### config.mk
export PLATFORM = sky130hd
export DESIGN_NAME = spci_div_cell
export DESIGN_NICKNAME = d
export VERILOG_FILES = /design/src/design/spci_pkg.sv /design/src/design/spci_div_cell.sv
export SDC_FILE = /design/constraint.sdc
export NUM_CORES = 1
export LEC_CHECK = 0
export BUFFER_PORTS_ARGS = -buffer_cell sky130_fd_sc_hd__buf_2
export CAP_MARGIN = 20
export CORE_AREA = 2 2 187 189
export CTS_CLUSTER_DIAMETER = 40
export DETAILED_ROUTE_END_ITERATION = 10
export DIE_AREA = 0 0 189 191
export GPL_TIMING_DRIVEN = 0
export SLEW_MARGIN = 20
export SYNTH_ARGS = -nofsm -noshare
export SYNTH_HDL_FRONTEND = slang
export SYNTH_SLANG_ARGS = --single-unit
export TNS_END_PERCENT = 20
### constraint.sdc
create_clock -name aclk -period 4.7 [get_ports aclk]
set_clock_uncertainty 0.1 [all_clocks]
set_input_delay 0.705 -clock aclk [delete_from_list [all_inputs] [get_ports aclk]]
set_output_delay 0.705 -clock aclk [all_outputs]
set_load 0.01 [all_outputs]
### src/design/spci_pkg.sv
`timescale 1ns / 1ps
// ----------------------------------------------------------------------------
// spci_pkg
// Shared types and constants for the segment/plane classify-intersect block.
// ----------------------------------------------------------------------------
package spci_pkg;

    localparam int COORD_W   = 16;
    localparam int PLANE_W   = 32;
    localparam int FRAC_W    = 12;
    localparam int DND_W     = PLANE_W + FRAC_W;  // |num| << 12
    localparam int DIV_STEPS = DND_W;             // one quotient bit per cell

    localparam logic [1:0] REG_PLANE_A      = 2'd0;
    localparam logic [1:0] REG_PLANE_B      = 2'd1;
    localparam logic [1:0] REG_PLANE_C      = 2'd2;
    localparam logic [1:0] REG_PLANE_OFFSET = 2'd3;

    localparam logic [1:0] SIDE_ON    = 2'd0;
    localparam logic [1:0] SIDE_FRONT = 2'd1;
    localparam logic [1:0] SIDE_BACK  = 2'd2;

    typedef logic [COORD_W-1:0] coord_t;

    // Everything that travels along the divider cell chain.
    typedef struct packed {
        logic [1:0]         start_side;
        logic [1:0]         end_side;
        logic               hit_ok;
        logic               neg;
        logic [PLANE_W-1:0] dvs;
        logic [DND_W-1:0]   dnd;
        logic [PLANE_W-1:0] rem;
        logic [PLANE_W-1:0] quo;
        coord_t [2:0]       p0;
        coord_t [2:0]       dir;
    } div_item_t;

    function automatic logic [1:0] side_of(input logic [PLANE_W-1:0] s);
        logic [1:0] r;
        if (s == '0) begin
            r = SIDE_ON;
        end else if (s[PLANE_W-1]) begin
            r = SIDE_BACK;
        end else begin
            r = SIDE_FRONT;
        end
        return r;
    endfunction

endpackage

### src/design/spci_div_cell.sv
`timescale 1ns / 1ps
// ----------------------------------------------------------------------------
// spci_div_cell
// One restoring-division step: shifts in one dividend bit, yields one
// quotient bit and hands the item to the next cell.
// ----------------------------------------------------------------------------
module spci_div_cell (
    input  logic                aclk,
    input  logic                aresetn,
    input  logic                en,
    input  logic                in_valid,
    input  spci_pkg::div_item_t in_item,
    output logic                out_valid,
    output spci_pkg::div_item_t out_item
);
    import spci_pkg::*;

    logic                valid_reg;
    div_item_t           item_reg;
    div_item_t           item_next;
    logic [PLANE_W:0]    shifted;
    logic [PLANE_W:0]    diff;
    logic                ge;

    always_comb begin
        shifted   = {in_item.rem, in_item.dnd[DND_W-1]};
        diff      = shifted - {1'b0, in_item.dvs};
        ge        = (shifted >= {1'b0, in_item.dvs});
        item_next = in_item;
        item_next.rem = ge ? diff[PLANE_W-1:0] : shifted[PLANE_W-1:0];
        item_next.dnd = {in_item.dnd[DND_W-2:0], 1'b0};
        item_next.quo = {in_item.quo[PLANE_W-2:0], ge};
    end

    always_ff @(posedge aclk) begin
        if (!aresetn) begin
            valid_reg <= 1'b0;
        end else if (en) begin
            valid_reg <= in_valid;
        end
    end

    always_ff @(posedge aclk) begin
        if (en) begin
            item_reg <= item_next;
        end
    end

    assign out_valid = valid_reg;
    assign out_item  = item_reg;

endmodule

Yosys cells after proc, flatten, opt, wreduce, memory -nomap -nowiden
Cells that the tools add are included.
{ "totals": {"ff_bits": 242, "in_bits": 246, "out_inout_bits": 243, "wordCells": 18} }
{ "classes": {"n_addsub": 1, "order_cmp": 1, "n_mux": 1} }
{ "op_table": {"columns": ["cell", "n"], "rows": [
  ["33-bit by 32-bit >= comparator with 1-bit output", 1],
  ["32-bit two-way mux", 1],
  ["32-bit subtractor", 1]
]} }

Depth between registers and ports, before layout
Gate-level depths: netlist (run 1).
{ "logic_depth": {"depth_word": 2, "depth_mapped": 13, "ltp_nobuf": 12} }

Worst setup path after synthesis (run 1)
OpenSTA, ideal clock, no wires.
{ "synth_path": {"kind": "input port to flip-flop", "startpoint": "in in_item[211] (netlist bit)", "endpoint": "reg item_reg (netlist bit out_item[141]) (data pin)", "setup_ns": 0.262, "arrival_ns": 3.214, "t_required_ns": 4.338, "path_slack_ns": 1.124, "stages": 12, "n_path_buf": 2, "cell_sequence": "inv_1 > ha_1 > buf_2 > nand4_1 > or4_1 > a21oi_1 > nor3_1 > a211oi_2 > o21ai_2 > o31ai_4 > buf_4 > mux2_1"} }
{ "synth_rtl": {"columns": ["element", "line", "text"], "rows": [
  ["start: declaration", "spci_div_cell.sv:12", "input spci_pkg::div_item_t in_item,"],
  ["end signal: assignment", "spci_div_cell.sv:45", "item_reg <= item_next;"],
  ["end: declaration", "spci_div_cell.sv:19", "div_item_t item_reg;"]
]} }

==> results of run 1 <==
==> per-stage QoR <==
stage / worst slack [ps] / setup TNS, ps / hold slack [ps]
floorplan: 1120 / 0 / 438
global placement: -614 / -134780 / 399
detailed placement: 302 / 0 / 412
CTS: 855 / 0 / 192
global route: 647 / 0 / 199
finish: 850 / 0 / 228
==> synth_stat cells, types with 2 or more instances <==
cell type  number
buf_4           4
clkbuf_1        5
o21a_1          6
o21bai_1        3
nand2b_1        4
mux2_1          4
nor3_1          2
ha_1           32
inv_1          38
nor4_1          4
edfxtp_1      241
buf_2           8
nor2_1         36
mux2i_1         3
nand4_1         7
a211o_1         2
a211oi_1        3
a21o_1         12
nand2_1        27
o41ai_1         2
o21ai_0        16
xnor2_1        16
mux2_2          6
o211ai_1        4
a21oi_1        54
nand3_1         8
a2bb2oi_1       2
xor2_1         11
and4_1          2
nor2b_1         3
a31oi_1         5
o22ai_1         2
==> critical path, cell delays in order <==
cell and delay (ps):
buf_2 90, inv_1 40, ha_1 220, fa_1 410
nand2b_1 180, a21oi_1 200, o21ai_0 240, o311a_1 410
a31oi_1 420, a21oi_1 260, o41ai_1 410, xor2_1 120
mux2_1 320
==> logic make-up after synthesis <==
kind of cell / Yosys count / synth area share (%)
AOI/OAI and AO/OA: 118 / 7.75
xor gates and xnor gates: 27 / 2.49
adders and majority gates: 33 / 4.43
buffers and inverters: 56 / 2.49
DFF: 242 / 76.5
muxes: 13 / 1.50
other: 1 / 0.0395
and+or+nand+nor: 99 / 4.84
==> power by group through the flow <==
stage               Clock [mW]  Combinational, mW  Sequential [mW]
detailed placement           0              0.838             2.69
global placement             0              0.824             2.70
finish                    3.14              0.829             2.65
floorplan                    0              0.267             2.81
global route              3.28              0.898             2.67
CTS                       3.21              0.843             2.65
==> final timing paths <==
check / startpoint / endpoint
worst max-delay path: in_item[203] / out_item[158]$_DFFE_PP_
worst min register to register: out_valid$_SDFFE_PN0P_ / out_valid$_SDFFE_PN0P_
worst max register to register: out_valid$_SDFFE_PN0P_ / out_valid$_SDFFE_PN0P_
worst min-delay path: in_item[196] / out_item[197]$_DFFE_PP_
==> cell type report <==
| cell class | instances | share of cell area [%] |
|---|---|---|
| timing repair buffer | 488 | 17.8 |
| multi-input combinational | 291 | 14.3 |
| tap | 455 | 4.07 |
| sequential | 242 | 51.8 |
| buffer | 18 | 0.670 |
| clock buffer | 46 | 7.31 |
| clock inverter | 28 | 2.96 |
| antenna | 1 | 0.0179 |
| inverter | 38 | 1.02 |
==> state kept, by name (all words and copies together) (netlist names) <==
| register | cells |
|---|---|
| out_valid | 1 |
| out_item | 241 |
==> placed cells by master, fill, tap and decap left out, drive strengths merged, types with 5 or more instances in the layout <==
master / instances
buf: 500
edfxtp: 241
a21oi: 54
clkbuf: 52
inv: 48
nor2: 36
ha: 32
nand2: 27
o21ai: 17
xnor2: 16
a21o: 12
xor2: 11
mux2: 10
nand3: 8
bufinv: 8
nand4: 7
o21a: 6
clkinv: 6
a31oi: 5
==> routing by layer <==
layer  wire (µm)  share of wire [%]
met3        2570                8.2
met1       11900                 38
met4         889                2.8
met5          57               0.18
met2       16000                 51
==> metrics.md, run 1 <==
| Metric | Value |
|---|---|
| Clk_lat worst skew | `roughly 540 ps` |
| Post-synthesis sequential area ratio | `76.5%` |
| Most used routing layer | `met2` |
| Post-Route Utilization | `41.0%` |
| Critical Path Source Type | `input port` |
| M1 GR Usage | `between 10% and 20%` |
| Buffers on Ports | `about 490` |
| Flop pwr share | `around 40%` |
| Area grow syn2layout | `47.5%` |
| Met3 GRT Util | `under 10%` |
| Combinational power share | `approximately an eighth` |
| CP endpoint kind | `register` |
| # hold bufs at CTS | `0` |
| Final Setup Violations | `0` |
| Core Rows | `between 60 and 70` |
| Status | `finished clean` |
| Area of the multi-input gates | `~0.0020 mm²` |
| Yosys top cell area share | `76.2%` |
| RSZ-0062 raised after global routing | `no` |
| Top post-synthesis cells by area | `edfxtp_1, ha_1, a21oi_1, inv_1, xnor2_1` |
| Synth Warn # | `0` |
| Post_cts resized | `0` |
| Overall power | `around 6.6 mW` |
| Largest net degree at the start of global routing | `~100` |
| Vias | `7111` |
| Sequential cell area | `a little over 0.007 mm²` |
| DR pass1 iterations | `5` |
| Initial DRC Count | `between 400 and 500` |
| Clk network pwr share | `a little under half` |
| CTS tree | `built` |
| Worst min path class | `input port to register` |
| Finished Cell Area | `about 0.014 mm²` |
| Critical Path AT | `4040 ps` |
| CTS root buf | `clkbuf_16` |
| Synth Area per Inst | `approximately 16 µm²` |
| Die area | `0.0361 mm²` |
| Number of global-route vias before repair | `6961` |
| Detailed-route DRC error count | `0` |
| Slew Limit Fails | `0` |
| Unique masters post-synth | `between 40 and 50` |
| Ys flop type | `edfxtp_1` |
| Post-synth ARST share | `0%` |
| DR vias/cell | `between 4 and 5` |
| Hpwl dp | `24.3 mm` |
| NetSw | `about 1.6 mW` |
| Clk buf depth | `3` |
| Initial antenna violation count | `7` |
| Crit path required time | `between 4000 and 5000 ps` |
| Final Non-Filler Cells | `between 1500 and 2000` |
| Setup CP Type | `input port to register` |
| Die H | `about 190 µm` |
| Layout cells sized above 1 | `between 50% and 60%` |
| Placed inst area | `around 0.013 mm²` |
| Syn Nets | `a little under 900` |
| Critical path fanouts, max | `4` |
| Flop and latch count out of synthesis | `approximately 240` |
| # IOs | `approximately 490` |
| Max_slew headroom | `a little over three fifths` |
| Initial core utilization | `about 28%` |
| Final worst path period need | `a little under 4000 ps` |
| Number of clock sinks | `about 240` |
| Measured slew at the worst slew-check pin | `561 ps` |
| Internal power | `4.99 mW` |
| Wire length per cell | `between 15 and 20 µm` |
| Core outline area | `0.0341 mm²` |
| Worst-path clk slew | `roughly 60 ps` |
| Met2 Usage GRT | `~28%` |
| Placed cells | `1532` |
| Final Hold Viols | `0` |
| R2r worst-path depth | `2` |
| Worst hold stages | `1` |
| F_max | `260 MHz` |
| Nets@finish | `~1400` |
| Setup slack, reg-to-reg | `4010 ps` |
| First-pass GRT wire length | `43.7 mm` |
| Peak VDD IR | `0.000337 V` |
| Fillers | `~3200` |
| Die Wd | `189 µm` |
| Num CTS Buffers | `40` |
| H-tree Lvls | `2` |
| Antenna-violating nets left | `0` |
| Crit share post-route | `between 80% and 90%` |
| Net Sw Frac | `24.6%` |
| P per Cell Area | `approximately 470 mW/mm²` |
| Setup Buffers After CTS | `0` |
| Synth area leader | `edfxtp_1` |
| Post-synth EDFFs | `241` |
| Mapped Area | `around 0.0095 mm²` |
| Overflow after GRT | `0` |
| GRT Resource Usage Total | `16.4%` |
| Routability cong. | `~0.86` |
| Max Cap Viol | `0` |
| Pleak | `6.12 nW` |
| Post-Syn Instances | `a little under 600` |
| Final WL | `about 31 mm` |
Power figures use the tool's default switching activity.
==> run 2: changes to the inputs <==
clock period = 3.81 ns   (was 4.7 ns; I/O delays follow)
==> run 2 against run 1 <==
Compared with the run above: critical path depth unchanged; hold slack got worse by 130 ps; critical endpoint unchanged; critical path type unchanged; register-to-register slack worse by 890 ps; final cell count barely moved; sequential power grew 23%.
==> metrics.md, run 2 (synthesized netlist as in run 1, its figures left out) <==
| Metric | Value |
|---|---|
| DR pass1 iterations | `5 (unchanged)` |
| CTS tree | `built (unchanged)` |
| Routability cong. | `0.858 (unchanged)` |
| Peak VDD IR | `0.000416 V (was 0.000337 V)` |
| Number of clock sinks | `242 (unchanged)` |
| Hold_ws | `95.6 ps (was 228 ps)` |
| Buffers on Ports | `486 (unchanged)` |
| Largest net degree at the start of global routing | `104 (unchanged)` |
| Fillers | `3221 (was 3223)` |
| # IOs | `489 (unchanged)` |
| Worst min path class | `input port to register (unchanged)` |
| First-pass GRT wire length | `43.7 mm (unchanged)` |
| Max FFs per register | `241 (unchanged)` |
| Most frequent cells in the layout | `buf_2, edfxtp_1, a21oi_1 (unchanged)` |
| Measured slew at the worst slew-check pin | `556 ps (was 561 ps)` |
| Wire length per cell | `19.5 µm (about the same)` |
| CP cell instances | `buf_2 -> inv_1 -> ha_1 -> fa_1 -> nand2b_1 -> a21oi_1 -> o21ai_0 -> o311a_1 -> a31oi_2 -> a21oi_1 -> o41ai_1 -> xor2_1 -> mux2_1 (was buf_2 -> inv_1 -> ha_1 -> fa_1 -> nand2b_1 -> a21oi_1 -> o21ai_0 -> o311a_1 -> a31oi_1 -> a21oi_1 -> o41ai_1 -> xor2_1 -> mux2_1)` |
| Clk buf depth | `3 (unchanged)` |
| Crit share post-route | `94.2%` |
| Core Rows | `68 (unchanged)` |
| Setup CP Type | `input port to register (unchanged)` |
| Num CTS Buffers | `40 (unchanged)` |
| Initial DRC Count | `383 (was 408)` |
| Met2 Usage GRT | `28.3% (unchanged)` |
| Vias | `7128 (was 7111)` |
| Final Hold Viols | `0 (unchanged)` |
| Slew Limit Fails | `0 (unchanged)` |
| Most common cell after layout, fill and taps aside | `buf_2 (unchanged)` |
| # hold bufs at CTS | `0 (unchanged)` |
| Setup TNS | `0 ps (unchanged)` |
| Antenna-violating nets left | `0 (unchanged)` |
| Post-place setup slack | `-454 ps (was 302 ps)` |
| Overall power | `8.16 mW (was 6.61 mW)` |
| Placed cells | `1532 (unchanged)` |
| DR vias/cell | `4.43 (about the same)` |
| Pleak | `6.12 nW (about the same)` |
| Post-Route Utilization | `41.1% (was 41.0%)` |
| H-tree Lvls | `2 (unchanged)` |
| Hpwl dp | `24.3 mm (unchanged)` |
| Die H | `191 µm (unchanged)` |
| Core outline area | `0.0341 mm² (unchanged)` |
| CTS root buf | `clkbuf_16 (unchanged)` |
| Most used routing layer | `met2 (unchanged)` |
| CP endpoint kind | `register (unchanged)` |
| F_max | `279 MHz` |
| Final worst path period need | `about 3600 ps` |
| Status | `finished clean (unchanged)` |
| Initial core utilization | `27.8% (unchanged)` |
| Crit path required time | `4000 ps (was 4890 ps)` |
| Detailed-route DRC error count | `0 (unchanged)` |
| Initial antenna violation count | `7 (unchanged)` |
| M1 GR Usage | `18.8% (unchanged)` |
| CP Buf/Inv Count | `2 (unchanged)` |
| Critical path fanouts, max | `4 (unchanged)` |
| P per Cell Area | `582 mW/mm² (was 472 mW/mm²)` |
| Worst-path clk slew | `60 ps (about the same)` |
| Met3 GRT Util | `5.58% (unchanged)` |
| GRT Resource Usage Total | `16.4% (unchanged)` |
| Overflow after GRT | `0 (unchanged)` |
| Crit-path most repeated cell | `a21oi_1 (unchanged)` |
| Die area | `0.0361 mm² (unchanged)` |
| Final WS setup | `220 ps (was 850 ps)` |
| Final WL | `31.4 mm (about the same)` |
| Finished Cell Area | `0.0140 mm² (about the same)` |
| Layout cells sized above 1 | `50.4% (was 50.3%)` |
| Max Cap Viol | `0 (unchanged)` |
| Nets@finish | `1399 (was 1398)` |
| Critical Path AT | `3780 ps (was 4040 ps)` |
| Top delay family on crit path | `compound AO/OA/AOI/OAI gates (unchanged)` |
| Max_slew headroom | `62.7% (was 62.6%)` |
| Final Setup Violations | `0 (unchanged)` |
| CP peak stage delay | `410 ps (was 420 ps)` |
| Crit path max-delay cell type | `fa_1 (was a31oi_1)` |
| Final Non-Filler Cells | `1608 (was 1607)` |
| Critical Path Source Type | `input port (unchanged)` |
| Clk_lat worst skew | `540 ps (about the same)` |
| Die Wd | `189 µm (unchanged)` |
| Placed inst area | `0.0126 mm² (unchanged)` |
| RSZ-0062 raised after global routing | `no (unchanged)` |
| Area grow syn2layout | `47.6% (was 47.5%)` |
| Number of global-route vias before repair | `6961 (unchanged)` |
## run 2: changes by cell type in the layout (fill, tap and decap cells not counted)
| cell | previous run | this run |
|---|---|---|
| a31oi_2 | 0 | 1 |
| buf_4 | 4 | 5 |
| a31oi_1 | 5 | 4 |
## run 2: final timing paths
path / startpoint / endpoint / slack [ps] / cells after the start
min reg2reg: out_valid$_SDFFE_PN0P_ / out_valid$_SDFFE_PN0P_ / 430 / 2
max: in_item[203] / out_item[158]$_DFFE_PP_ / 220 / 13
max reg2reg: out_valid$_SDFFE_PN0P_ / out_valid$_SDFFE_PN0P_ / 3120 / 2
min: in_item[196] / out_item[197]$_DFFE_PP_ / 100 / 1
## run 2: routing by layer
layer | wire [µm] | vias up | part of all wire [%]
met5 | 57 | - | 0.18
met4 | 886 | 10 | 2.8
met3 | 2520 | 64 | 8.0
met2 | 15900 | 307 | 51
met1 | 12000 | 3435 | 38
li1 | - | 3312 | -
## run 2: area by class of cell
cell class / count / area, µm² / area share, %
diodes: 1 / 2.50 / 0.0179
plain buffers: 18 / 93.8 / 0.670
clock buffers: 46 / 1020 / 7.30
clock inverters: 28 / 414 / 2.96
inverters: 38 / 143 / 1.02
multi-input cells: 291 / 2000 / 14.3
flip-flops and latches: 242 / 7260 / 51.8
well taps: 455 / 569 / 4.06
repair buffers: 489 / 2500 / 17.9
## run 2: where the power goes
part | total [mW] | switching, mW | internal, mW | leakage (nW)
Combinational | 1.03 | 0.605 | 0.421 | 3.06
Clock | 3.87 | 1.35 | 2.52 | 0.691
Sequential | 3.27 | 0.0542 | 3.21 | 2.37
Total | 8.16 | 2.01 | 6.15 | 6.12
## run 2: timing repair
action | 4_1_cts | 5_1_grt
setup buffers | 0 | 1
resized for setup | 0 | 1
setup endpoints to repair | 0 | 24
